`src/hdl/kvlp_pkg.sv`:
```
`default_nettype none
package kvlp_pkg;

   // characters with a meaning in the text
   localparam logic [7:0] CH_TAB    = 8'h09;
   localparam logic [7:0] CH_LF     = 8'h0A;
   localparam logic [7:0] CH_CR     = 8'h0D;
   localparam logic [7:0] CH_SPACE  = 8'h20;
   localparam logic [7:0] CH_HASH   = 8'h23;
   localparam logic [7:0] CH_EQUALS = 8'h3D;

   // controller states, one-hot
   typedef enum logic [1:0] {
      ST_IDLE  = 2'b01,
      ST_DRAIN = 2'b10
   } kvlp_state_type;

   // controller to datapath
   typedef struct packed {
      logic accept;      // input transaction taken this cycle
      logic start_drain; // snapshot lengths and start reading the pair
      logic issue;       // issue one store read
   } kvlp_cmd_type;

   // datapath to controller
   typedef struct packed {
      logic drain_req;   // current byte is a newline that closes a complete pair
      logic can_issue;   // read slot free for another character
      logic last_read;   // next read is the final character of the pair
   } kvlp_status_type;

endpackage
`default_nettype wire

```
`src/hdl/kvlp_ram.sv`:
```
`default_nettype none
module kvlp_ram #(
   parameter int WIDTH = 8,
   parameter int DEPTH = 16,
   parameter int AW    = (DEPTH > 1) ? $clog2(DEPTH) : 1
) (
   input  wire logic             clock,
   input  wire logic             wr_en,
   input  wire logic [AW-1:0]    wr_addr,
   input  wire logic [WIDTH-1:0] wr_data,
   input  wire logic             rd_en,
   input  wire logic [AW-1:0]    rd_addr,
   output logic      [WIDTH-1:0] rd_data
);

   logic [WIDTH-1:0] mem_ff [DEPTH];
   logic [WIDTH-1:0] rd_data_ff;

   // one write port, one registered read port; read data holds without rd_en
   always_ff @(posedge clock) begin
      if (wr_en) begin
         mem_ff[wr_addr] <= wr_data;
      end
      if (rd_en) begin
         rd_data_ff <= mem_ff[rd_addr];
      end
   end

   assign rd_data = rd_data_ff;

endmodule
`default_nettype wire

```
`src/hdl/kvlp_ctrl.sv`:
```
`default_nettype none
module kvlp_ctrl (
   input  wire logic                      clock,
   input  wire logic                      reset,
   input  wire logic                      req_tvalid,
   output logic                           req_tready,
   input  wire kvlp_pkg::kvlp_status_type status,
   output kvlp_pkg::kvlp_cmd_type         cmd
);
   import kvlp_pkg::*;

   kvlp_state_type state_ff;
   kvlp_state_type state_in;

   // next state and commands
   always_comb begin
      state_in        = state_ff;
      cmd.accept      = 1'b0;
      cmd.start_drain = 1'b0;
      cmd.issue       = 1'b0;
      req_tready      = 1'b0;
      case (state_ff)
         ST_IDLE: begin
            req_tready = 1'b1;
            if (req_tvalid) begin
               cmd.accept = 1'b1;
               if (status.drain_req) begin
                  cmd.start_drain = 1'b1;
                  state_in        = ST_DRAIN;
               end
            end
         end
         ST_DRAIN: begin
            if (status.can_issue) begin
               cmd.issue = 1'b1;
               if (status.last_read) begin
                  state_in = ST_IDLE;
               end
            end
         end
         default: begin
            state_in = ST_IDLE;
         end
      endcase
   end

   always_ff @(posedge clock) begin
      if (reset) begin
         state_ff <= ST_IDLE;
      end else begin
         state_ff <= state_in;
      end
   end

`ifndef SYNTHESIS
   // reads are only issued while draining
   a_issue_in_drain: assert property (@(posedge clock) disable iff (reset)
      cmd.issue |-> state_ff == ST_DRAIN)
      else $error("read issued outside drain");

   // a drain always starts from a taken newline
   a_drain_entry: assert property (@(posedge clock) disable iff (reset)
      (state_ff == ST_IDLE && state_in == ST_DRAIN) |-> cmd.accept && status.drain_req)
      else $error("drain entered without a closing newline");

   // the final read hands control back for the next byte
   a_drain_exit: assert property (@(posedge clock) disable iff (reset)
      (cmd.issue && status.last_read) |=> state_ff == ST_IDLE)
      else $error("drain did not end after the final read");
`endif

endmodule
`default_nettype wire

```
`src/hdl/kvlp_dp.sv`:
```
`default_nettype none
module kvlp_dp #(
   parameter int KEY_CHARS   = 16,
   parameter int VALUE_CHARS = 32
) (
   input  wire logic                   clock,
   input  wire logic                   reset,
   input  wire logic [7:0]             req_tdata,
   input  wire kvlp_pkg::kvlp_cmd_type cmd,
   output kvlp_pkg::kvlp_status_type   status,
   input  wire logic                   rsp_tready,
   output logic                        rsp_tvalid,
   output logic [7:0]                  rsp_tdata,
   output logic                        rsp_tuser,
   output logic                        rsp_tlast
);
   import kvlp_pkg::*;

   localparam int MAXC = (KEY_CHARS > VALUE_CHARS) ? KEY_CHARS : VALUE_CHARS;
   localparam int LW   = $clog2(MAXC + 1);
   localparam int KAW  = (KEY_CHARS > 1) ? $clog2(KEY_CHARS) : 1;
   localparam int VAW  = (VALUE_CHARS > 1) ? $clog2(VALUE_CHARS) : 1;

   // line state
   logic [LW-1:0] key_len_ff, key_len_in;
   logic [LW-1:0] val_len_ff, val_len_in;
   logic          comment_ff, comment_in;
   logic          vphase_ff, vphase_in;

   // drain state
   logic [LW-1:0] drn_key_ff, drn_key_in;
   logic [LW-1:0] drn_val_ff, drn_val_in;
   logic [LW-1:0] rd_idx_ff, rd_idx_in;
   logic          rd_vsel_ff, rd_vsel_in;

   // read data waiting for the output register
   logic pend_ff, pend_in;
   logic pend_vsel_ff, pend_vsel_in;
   logic pend_last_ff, pend_last_in;

   // output register
   logic       out_valid_ff, out_valid_in;
   logic [7:0] out_char_ff, out_char_in;
   logic       out_isval_ff, out_isval_in;
   logic       out_last_ff, out_last_in;

   logic       key_wr, val_wr, key_rd, val_rd;
   logic [7:0] key_q, val_q;
   logic       load;
   logic       is_sep;

   assign is_sep = (req_tdata == CH_SPACE) || (req_tdata == CH_EQUALS);

   // key and value stores
   kvlp_ram #(.WIDTH(8), .DEPTH(KEY_CHARS), .AW(KAW)) u_key_ram (
      .clock   (clock),
      .wr_en   (key_wr),
      .wr_addr (key_len_ff[KAW-1:0]),
      .wr_data (req_tdata),
      .rd_en   (key_rd),
      .rd_addr (rd_idx_ff[KAW-1:0]),
      .rd_data (key_q)
   );

   kvlp_ram #(.WIDTH(8), .DEPTH(VALUE_CHARS), .AW(VAW)) u_val_ram (
      .clock   (clock),
      .wr_en   (val_wr),
      .wr_addr (val_len_ff[VAW-1:0]),
      .wr_data (req_tdata),
      .rd_en   (val_rd),
      .rd_addr (rd_idx_ff[VAW-1:0]),
      .rd_data (val_q)
   );

   // status toward the controller
   assign load             = pend_ff && (!out_valid_ff || rsp_tready);
   assign status.can_issue = !pend_ff || load;
   assign status.drain_req = (req_tdata == CH_LF) && vphase_ff &&
                             (key_len_ff != '0) && (val_len_ff != '0);
   assign status.last_read = rd_vsel_ff && (rd_idx_ff + LW'(1) == drn_val_ff);

   // byte parsing
   always_comb begin
      key_len_in = key_len_ff;
      val_len_in = val_len_ff;
      comment_in = comment_ff;
      vphase_in  = vphase_ff;
      key_wr     = 1'b0;
      val_wr     = 1'b0;
      if (cmd.accept && req_tdata != CH_TAB && req_tdata != CH_CR) begin
         if (req_tdata == CH_LF) begin
            key_len_in = '0;
            val_len_in = '0;
            comment_in = 1'b0;
            vphase_in  = 1'b0;
         end else if (!comment_ff) begin
            if (!vphase_ff) begin
               if (key_len_ff == '0 && req_tdata == CH_HASH) begin
                  comment_in = 1'b1;
               end else if (is_sep) begin
                  vphase_in = 1'b1;
               end else if (key_len_ff < LW'(KEY_CHARS)) begin
                  key_wr     = 1'b1;
                  key_len_in = key_len_ff + LW'(1);
               end
            end else if (!(val_len_ff == '0 && is_sep)) begin
               if (val_len_ff < LW'(VALUE_CHARS)) begin
                  val_wr     = 1'b1;
                  val_len_in = val_len_ff + LW'(1);
               end
            end
         end
      end
   end

   // drain sequencing: key characters first, then value characters
   always_comb begin
      drn_key_in   = drn_key_ff;
      drn_val_in   = drn_val_ff;
      rd_idx_in    = rd_idx_ff;
      rd_vsel_in   = rd_vsel_ff;
      key_rd       = 1'b0;
      val_rd       = 1'b0;
      pend_in      = pend_ff && !load;
      pend_vsel_in = pend_vsel_ff;
      pend_last_in = pend_last_ff;
      if (cmd.start_drain) begin
         drn_key_in = key_len_ff;
         drn_val_in = val_len_ff;
         rd_idx_in  = '0;
         rd_vsel_in = 1'b0;
      end else if (cmd.issue) begin
         pend_in      = 1'b1;
         pend_vsel_in = rd_vsel_ff;
         pend_last_in = status.last_read;
         if (!rd_vsel_ff) begin
            key_rd = 1'b1;
            if (rd_idx_ff + LW'(1) == drn_key_ff) begin
               rd_idx_in  = '0;
               rd_vsel_in = 1'b1;
            end else begin
               rd_idx_in = rd_idx_ff + LW'(1);
            end
         end else begin
            val_rd    = 1'b1;
            rd_idx_in = rd_idx_ff + LW'(1);
         end
      end
   end

   // output register
   always_comb begin
      out_valid_in = out_valid_ff && !rsp_tready;
      out_char_in  = out_char_ff;
      out_isval_in = out_isval_ff;
      out_last_in  = out_last_ff;
      if (load) begin
         out_valid_in = 1'b1;
         out_char_in  = pend_vsel_ff ? val_q : key_q;
         out_isval_in = pend_vsel_ff;
         out_last_in  = pend_last_ff;
      end
   end

   always_ff @(posedge clock) begin
      if (reset) begin
         key_len_ff   <= '0;
         val_len_ff   <= '0;
         comment_ff   <= 1'b0;
         vphase_ff    <= 1'b0;
         pend_ff      <= 1'b0;
         out_valid_ff <= 1'b0;
         rd_vsel_ff   <= 1'b0;
      end else begin
         key_len_ff   <= key_len_in;
         val_len_ff   <= val_len_in;
         comment_ff   <= comment_in;
         vphase_ff    <= vphase_in;
         pend_ff      <= pend_in;
         out_valid_ff <= out_valid_in;
         rd_vsel_ff   <= rd_vsel_in;
      end
   end

   always_ff @(posedge clock) begin
      drn_key_ff   <= drn_key_in;
      drn_val_ff   <= drn_val_in;
      rd_idx_ff    <= rd_idx_in;
      pend_vsel_ff <= pend_vsel_in;
      pend_last_ff <= pend_last_in;
      out_char_ff  <= out_char_in;
      out_isval_ff <= out_isval_in;
      out_last_ff  <= out_last_in;
   end

   assign rsp_tvalid = out_valid_ff;
   assign rsp_tdata  = out_char_ff;
   assign rsp_tuser  = out_isval_ff;
   assign rsp_tlast  = out_last_ff;

`ifndef SYNTHESIS
   // a read never overwrites data still waiting for the output register
   a_no_overrun: assert property (@(posedge clock) disable iff (reset)
      cmd.issue |-> (!pend_ff || load))
      else $error("store read overran pending data");

   // only a value character closes the pair
   a_last_is_value: assert property (@(posedge clock) disable iff (reset)
      (out_valid_ff && out_last_ff) |-> out_isval_ff)
      else $error("last set on a key character");

   // lengths saturate at the store capacity
   a_len_bound: assert property (@(posedge clock) disable iff (reset)
      (key_len_ff <= LW'(KEY_CHARS)) && (val_len_ff <= LW'(VALUE_CHARS)))
      else $error("line length beyond capacity");
`endif

endmodule
`default_nettype wire

```
`src/hdl/key_value_line_parser_core.sv`:
```
// input: one byte per cycle between newlines; a closing newline snapshots the lengths, then the key and value
//   stores are read into the output register, one character per cycle while rsp_tready holds
// flow: a newline that emits a pair keeps req_tready low until the final character of the pair has been
//   read from the stores, longer while rsp_tready is low
// reset: synchronous, active high; clears line state and output valid, stores keep contents
`default_nettype none
module key_value_line_parser_core #(
   parameter int KEY_CHARS   = 16,
   parameter int VALUE_CHARS = 32
) (
   input  wire logic       clock,
   input  wire logic       reset,
   // input byte stream
   input  wire logic       req_tvalid,
   output logic            req_tready,
   input  wire logic [7:0] req_tdata,   // [7:0] in_char
   // emitted key/value characters
   output logic            rsp_tvalid,
   input  wire logic       rsp_tready,
   output logic [7:0]      rsp_tdata,   // [7:0] out_char
   output logic            rsp_tuser,   // [0] is_value
   output logic            rsp_tlast
);
   import kvlp_pkg::*;

   kvlp_cmd_type    cmd;
   kvlp_status_type status;

   // sequencer
   kvlp_ctrl u_ctrl (
      .clock      (clock),
      .reset      (reset),
      .req_tvalid (req_tvalid),
      .req_tready (req_tready),
      .status     (status),
      .cmd        (cmd)
   );

   // parsing, stores and output register
   kvlp_dp #(
      .KEY_CHARS   (KEY_CHARS),
      .VALUE_CHARS (VALUE_CHARS)
   ) u_dp (
      .clock      (clock),
      .reset      (reset),
      .req_tdata  (req_tdata),
      .cmd        (cmd),
      .status     (status),
      .rsp_tready (rsp_tready),
      .rsp_tvalid (rsp_tvalid),
      .rsp_tdata  (rsp_tdata),
      .rsp_tuser  (rsp_tuser),
      .rsp_tlast  (rsp_tlast)
   );

endmodule
`default_nettype wire

```
`config.mk`:
```
export PLATFORM = sky130hd
export DESIGN_NAME = key_value_line_parser_core
export DESIGN_NICKNAME = d
export VERILOG_FILES = /design/src/hdl/kvlp_pkg.sv /design/src/hdl/kvlp_ram.sv /design/src/hdl/kvlp_ctrl.sv /design/src/hdl/kvlp_dp.sv /design/src/hdl/key_value_line_parser_core.sv
export SDC_FILE = /design/constraint.sdc
export NUM_CORES = 1
export LEC_CHECK = 0
export BUFFER_PORTS_ARGS = -buffer_cell sky130_fd_sc_hd__buf_4
export CORE_MARGIN = 3
export CORE_UTILIZATION = 50
export CTS_CLUSTER_SIZE = 12
export DETAILED_ROUTE_END_ITERATION = 8
export PLACE_DENSITY = 0.75
export SYNTH_ARGS = -nofsm -noshare
export SYNTH_HDL_FRONTEND = slang
export SYNTH_SLANG_ARGS = --single-unit
```
`constraint.sdc`:
```
create_clock -name clock -period 7.72 [get_ports clock]
set_input_delay 0.386 -clock clock [delete_from_list [all_inputs] [get_ports clock]]
set_output_delay 0.386 -clock clock [all_outputs]
set_load 0.02 [all_outputs]
```
==> results of run 1 <==
## final cells by class
type,instances,area share
Clock inverter,8,0.00442
Inverter,14,0.00265
Timing Repair Buffer,31,0.0117
Multi-Input combinational cell,393,0.222
Tap cell,455,0.0287
Clock buffer,61,0.0619
Sequential cell,449,0.668
## final timing paths
check                    start                         to  cells past startpoint
max          u_dp.rd_idx_ff[0]  u_dp.u_val_ram.rd_data[5]                      6
min                      reset         u_dp.key_len_ff[1]                      2
max reg2reg  u_dp.rd_idx_ff[0]  u_dp.u_val_ram.rd_data[5]                      6
min reg2reg  u_dp.pend_last_ff             u_dp.rsp_tlast                      0
## synth_stat cells (all sizes together) (8+ instances only)
| cell | number | area (µm²) |
|---|---|---|
| a22oi | 8 | 60.1 |
| ha | 9 | 113 |
| or3 | 8 | 50.1 |
| xnor2 | 8 | 70.1 |
| mux2 | 8 | 90.1 |
| nor3 | 17 | 85.1 |
| nand3 | 9 | 60.1 |
| nand2 | 23 | 86.3 |
| edfxtp | 424 | 12700 |
| mux4 | 112 | 2520 |
| o21ai | 10 | 50.0 |
| mux2i | 19 | 190 |
| clkbuf | 17 | 63.8 |
| buf | 27 | 149 |
| nor2 | 62 | 240 |
| dfxtp | 25 | 500 |
| a21oi | 11 | 55.1 |
| o21a | 10 | 75.1 |
| inv | 13 | 48.8 |
| xor2 | 9 | 78.8 |
## layer usage
| layer | routed length, µm | vias to the layer above | track usage |
|---|---|---|---|
| met5 | 18 | - | 0 |
| met4 | 818 | 2 | 0.0539 |
| met3 | 2710 | 64 | 0.0295 |
| met2 | 18700 | 370 | 0.326 |
| met1 | 15500 | 4630 | 0.291 |
| li1 | - | 3746 | - |
## sequential cells by signal, summed over array words and instances (netlist names)
name and flops:
u_dp.comment_ff 1, u_dp.pend_ff 1, u_dp.rsp_tdata 8, u_dp.rsp_tlast 1
u_dp.rd_idx_ff 6, u_dp.val_len_ff 6, u_dp.u_key_ram.rd_data 8, u_dp.rsp_tuser 1
u_dp.key_len_ff 6, u_dp.pend_last_ff 1, u_dp.u_key_ram.mem_ff 128, u_dp.pend_vsel_ff 1
u_dp.rsp_tvalid 1, u_ctrl.state_ff 2, u_dp.rd_vsel_ff 1, u_dp.vphase_ff 1
u_dp.u_val_ram.mem_ff 256, u_dp.drn_key_ff 6, u_dp.u_val_ram.rd_data 8, u_dp.drn_val_ff 6
## logic make-up (layout without fill, tap and decap cells)
logic type      count (synthesis)  count (layout)  share of synthesized area
mux                           139             139                      0.157
compound gates                 67              67                     0.0268
buf+inv                        58             114                     0.0148
xor+xnor                       17              17                    0.00832
simple gates                  161             161                     0.0476
fa+ha+maj                       9               9                    0.00629
flops                         449             449                      0.740
## power breakdown
group | internal (mW) | switching (mW) | total (mW)
clock network | 1.14 | 0.852 | 1.99
registers | 2.67 | 0.00493 | 2.68
logic | 0.0222 | 0.0605 | 0.0826
## layout by cell type (no fill, tap or decap), types with 3 or more instances in the layout
cell type,n
nand3b_1,5
a21oi_1,11
nand3_1,6
nor2_1,61
nor2b_1,4
edfxtp_1,424
clkbuf_1,13
mux4_2,112
a22oi_1,8
mux2i_1,19
a31oi_1,3
nand2_1,23
mux2_2,8
xnor2_1,8
nor3_1,16
nand3_2,3
o21a_1,10
or3b_2,4
nand2b_1,5
or3_1,8
xor2_1,9
clkbuf_16,46
dfxtp_4,3
o21ai_0,9
buf_4,30
ha_1,9
nand4_1,6
inv_1,13
a211oi_1,3
dfxtp_1,22
clkinv_1,4
## metrics by stage
step	util	power (mW)
after floorplan	-	2.76
after global placement	0.530	2.80
after detailed placement	0.530	2.81
after CTS	0.568	4.78
after global routing	0.568	4.88
final	0.568	4.75
==> impl_metrics.py, run 1 <==
metrics = {
    "cells_and_area": {
        "multi_input_area_um2": 4400,
        "area_growth_syn_to_layout_pct": 10.7,
        "instances_no_fill": 1411,
        "layout-drive-gt1-share": 0.233,
        "diodes": 0,
        "postLayoutCellArea_um2": 19800,
        "n_fill_cell": 2514,
        "final_nets": 955,
        "regArea_um2": 13200,
    },
    "worst_setup_path": {
        "critPathMaxStageDelay_ns": 0.85,
        "worstSetupEndpointType": "flip-flop",
        "cp_max_fo": 40,
        "path_cells": "buf_4, buf_4, mux4_2, mux2i_1, a22oi_1, o21a_1",
        "required_ns": 8.00,
        "reg2reg_slack_ns": 4.16,
        "cp-start-kind": "flip-flop",
        "crit_path_frequent_cell": "buf_4",
        "critPathSlowestCell": "dfxtp_4",
        "crit_buf_inv": 2,
        "criticalPathCategory": "flip-flop to flip-flop",
        "critical_path.top_delay_family": "buffers and inverters",
        "arrival_ns": 3.84,
    },
    "drt": {
        "wl_per_cell_um": 26.8,
        "vias": 8812,
        "drtIter0Drc": 982,
        "wirelength_mm": 37.8,
        "dr.pass1.iters": 5,
        "via_per_inst": 6.25,
        "drcViolationCount": 0,
        "postRouteAntennaNets": 0,
    },
    "clock_tree": {
        "clkSinkCount": 449,
        "ctsHoldBuffers": 0,
        "cts_made_buffers": 45,
        "htreeDepth": 2,
        "clock_latency_ns": 0.54,
        "clkSlewWorstSetupHoldPaths_ns": 0.06,
        "root_buffer": "clkbuf_16",
        "cts_setup_buffers": 0,
        "clockBufferDepth": 3,
        "cts_resized": 0,
        "cts_tree": "built",
    },
    "floorplan": {
        "top_level_ports": 24,
        "die_area_um2": 38100,
        "die_y_um": 195,
        "start_util": 0.513,
        "die_x_um": 195,
        "coreArea_um2": 34900,
        "placementRows": 68,
    },
    "global_routing": {
        "grt_usage": 0.201,
        "grt_pass1_wl_mm": 57.2,
        "overflow": 0,
        "grt_pass1_vias": 8985,
        "grt_antenna_before_repair": 1,
        "grt_max_degree": 65,
    },
    "power_and_ir_drop": {
        "leakagePower_nw": 5.98,
        "peakVddDrop_mv": 0.151,
        "p_per_area_nw_per_um2": 240,
    },
    "sta": {
        "setup_viol": 0,
        "slew_headroom": 0.180,
        "worstMarginPinSlew_ns": 1.22,
        "slew_violations": 0,
        "hold_violations": 0,
        "fin_tns_setup_ns": 0,
        "max_freq_mhz": 281,
        "hold_ws_ns": 0.124,
        "setup_ws_ns": 4.16,
        "final.setup_skew_ns": 0.0152,
        "fin_crit_ns": 3.56,
        "fin_crit_sh": 0.461,
        "rsz0062_at_grt": "false",
    },
    "yosys": {
        "yosys_warnings": 0,
        "synth-edff-count": 424,
        "syn-instance-count": 900,
        "ys_ff_latch": 449,
        "synth_area_um2": 17900,
        "synth_flop_cell": "edfxtp_1",
        "ys_seq_area_frac": 0.740,
        "syn_area_per_cell_um2": 19.9,
        "synth_nets": 921,
        "ys_types": 64,
        "synthArstFlopShare": 0,
    },
    "placement": {
        "dp_slack_ns": 3.93,
        "dp.cells": 1341,
        "gp_congestion": 0.791,
        "placement.io_buffers": 23,
        "dp.final_hpwl_mm": 21.6,
        "place_area_um2": 18500,
    },
    "hold_path": {
        "hold_class": "input port to flip-flop",
    },
    "status": {
        "outcome": "finished, final reports clean",
    },
    "job": {
        "drv_cap": 0,
    },
}
(Power assumes the default switching activity.)
==> run 2, diff against run 1 <==
Settings changed: ABC_AREA from default to 1, PLACE_DENSITY 0.75 to 0.77.
Clock period 7.72 ns to 3.1 ns, I/O delays scaled along.
==> run 2 against run 1 <==
Effect of this change:
- wire length is 16% higher
- non-clock buffer count grew 53
- flip-flop and latch count did not move
- clock skew is 0.0022 ns higher
- via count up 36%
==> impl_metrics.py, run 2 <==
metrics = {
    "clock_tree": {
        "cts_made_buffers": 46,
        "cts_tree": "built",
        "cts_setup_buffers": 0,
        "htreeDepth": 2,
        "clock_latency_ns": 0.55,
        "cts_resized": 0,
        "root_buffer": "clkbuf_16",
        "clkSlewWorstSetupHoldPaths_ns": 0.06,
        "clkSinkCount": 449,
        "clockBufferDepth": 3,
    },
    "global_routing": {
        "grt_usage": 0.225,
        "grt_pass1_wl_mm": 67.7,
        "grt_pass1_vias": 11900,
        "grt_antenna_before_repair": 1,
        "overflow": 0,
        "grt_max_degree": 106,
    },
    "hold_path": {
        "min_from": "req_tdata[1]",
        "hold_class": "input port to flip-flop",
        "hold_depth": 5,
        "hold_end": "u_dp.comment_ff",
    },
    "sta": {
        "rsz0062_at_grt": "false",
        "slew_headroom": 0.304,
        "final.setup_skew_ns": 0.0174,
        "fin_crit_ns": 2.59,
        "fin_tns_setup_ns": 0,
        "slew_violations": 0,
        "hold_violations": 0,
        "setup_ws_ns": 0.509,
        "worstMarginPinSlew_ns": 1.04,
        "fin_crit_sh": 0.836,
        "setup_viol": 0,
        "max_freq_mhz": 386,
    },
    "floorplan": {
        "top_level_ports": 24,
        "start_util": 0.512,
        "die_y_um": 198,
        "die_area_um2": 39100,
        "coreArea_um2": 35900,
        "placementRows": 69,
        "die_x_um": 198,
    },
    "yosys": {
        "synthTopCellsByArea": "edfxtp_1, nor2_1, o21ai_0",
        "yosys_warnings": 0,
        "synth.most_common_cell": "edfxtp_1",
        "synth_common_cells": "edfxtp_1, nor2_1, o21ai_0, nand2_1, nand3_1",
        "synth_flop_cell": "edfxtp_1",
        "synth_area_um2": 18400,
        "ys_ff_latch": 449,
        "synth_nets": 1471,
        "syn-instance-count": 1450,
        "ys_seq_area_frac": 0.720,
        "synth-edff-count": 424,
        "syn_area_per_cell_um2": 12.7,
        "synth_top_area_frac": 0.692,
        "ys_types": 41,
        "yosysTopAreaCell": "edfxtp_1",
        "synthArstFlopShare": 0,
    },
    "placement": {
        "gp_congestion": 0.887,
        "placement.io_buffers": 23,
        "dp.cells": 1903,
        "dp.final_hpwl_mm": 26.4,
        "dp_slack_ns": 0.570,
    },
    "cells_and_area": {
        "n_fill_cell": 2771,
        "fin_util": 0.574,
        "area_growth_syn_to_layout_pct": 12.0,
        "multi_input_area_um2": 4430,
        "final_nets": 1516,
        "layout-drive-gt1-share": 0.116,
        "largest_register_ffs": 256,
        "regMostFlops": "u_dp.u_val_ram.mem_ff",
        "regArea_um2": 13200,
        "final_common_cell": "edfxtp_1",
        "instances_no_fill": 1986,
        "diodes": 0,
        "final_cell_mix": "edfxtp_1, nor2_1, o21ai_0, nand2_1, nand3_1",
        "reg.largest.list": "u_dp.u_val_ram.mem_ff: 256 flops, u_dp.u_key_ram.mem_ff: 128 flops",
    },
    "job": {
        "drv_cap": 0,
    },
    "drt": {
        "wl_met3_mm": 4.30,
        "wl_met1_mm": 17.5,
        "drtIter0Drc": 1365,
        "vias": 12000,
        "met2_length_mm": 20.8,
        "dr.pass1.iters": 6,
        "drcViolationCount": 0,
        "via_per_inst": 6.04,
        "wirelength_mm": 44.0,
        "postRouteAntennaNets": 0,
        "wl_per_cell_um": 22.1,
        "route.top_layer_used": "met5",
    },
    "worst_setup_path": {
        "cp-start-kind": "flip-flop",
        "required_ns": 3.28,
        "criticalPathCategory": "flip-flop to flip-flop",
        "rr_startpoint": "u_dp.key_len_ff[0]",
        "r2r-end": "u_dp.u_key_ram.mem_ff[10][3]",
        "reg2reg_slack_ns": 0.51,
        "worstSetupEndpointType": "flip-flop",
        "reg2reg_depth": 9,
        "arrival_ns": 2.77,
        "cp_max_fo": 8,
    },
    "power_and_ir_drop": {
        "peakVddDrop_mv": 0.430,
        "p_per_area_nw_per_um2": 588,
        "leakagePower_nw": 6.78,
    },
    "status": {
        "outcome": "finished, final reports clean",
    },
}
[run 2: worst max path at each step]
stage,from,to,slack (ns),cells past startpoint
after floorplan,u_dp.key_len_ff[0],u_dp.u_key_ram.mem_ff[1][0],1.0,9
after global placement,u_dp.key_len_ff[0],u_dp.u_key_ram.mem_ff[10][6],0.70,9
after detailed placement,u_dp.key_len_ff[0],u_dp.u_key_ram.mem_ff[10][6],0.57,9
after CTS,u_dp.key_len_ff[0],u_dp.u_key_ram.mem_ff[10][3],0.56,9
after global routing,u_dp.key_len_ff[0],u_dp.u_key_ram.mem_ff[10][3],0.30,9
final,u_dp.key_len_ff[0],u_dp.u_key_ram.mem_ff[10][3],0.51,9
[run 2: cells by family (layout without fill, tap and decap cells)]
| kind of cell | after synthesis | count (layout) | share of synthesized area |
|---|---|---|---|
| AND/OR/NAND/NOR | 491 | 491 | 0.116 |
| AO/OA/AOI/OAI | 338 | 338 | 0.110 |
| XOR/XNOR | 8 | 8 | 0.00381 |
| buffers and inverters | 147 | 222 | 0.0395 |
| multiplexers | 8 | 8 | 0.00490 |
| adder cells (fa/ha/maj) | 9 | 9 | 0.00612 |
| flip-flops | 449 | 449 | 0.720 |
[run 2: final cells by class]
cell class / instances / share of cell area
Sequential cell: 449 / 0.643
Multi-Input combinational cell: 854 / 0.215
Clock buffer: 68 / 0.0633
Timing Repair Buffer: 84 / 0.0343
Tap cell: 461 / 0.0280
Inverter: 60 / 0.0111
Clock inverter: 10 / 0.00577
[run 2: layer usage]
layer	vias to the layer above	GRT usage
met5	-	0
met4	2	0.0807
met3	97	0.0419
met2	666	0.364
met1	5812	0.308
li1	5424	-
[run 2: stage by stage]
step | hold WS [ns] | total power, mW | instance area, µm²
6_report | 0.151 | 12.1 | 20600
5_1_grt | 0.173 | 12.4 | 20600
4_1_cts | 0.134 | 12.2 | 20600
3_5_place_dp | 0.422 | 7.00 | 19100
3_3_place_gp | 0.414 | 6.99 | 19100
2_1_floorplan | 0.224 | 6.85 | 18400
[run 2: critical path, stage by stage (launching register included)]
cell     delay [ns]
dfxtp_1        0.44
inv_1          0.10
ha_1           0.23
nand2_1        0.12
nor3_2         0.06
nand2_1        0.12
nand3_1        0.14
nor2_1         0.28
nand2_1        0.19
nor2_1         0.54
[run 2: timing repair]
action | CTS | global route
endpoints found under the hold margin | 18 | 0
hold buffers | 5 | 0
setup endpoints to repair | 0 | 0
[run 2: power breakdown]
group	leakage (nW)	internal (mW)	switching, mW
Sequential	4.02	6.65	0.0108
Combinational	2.07	0.0480	0.166
Clock	0.693	3.07	2.17
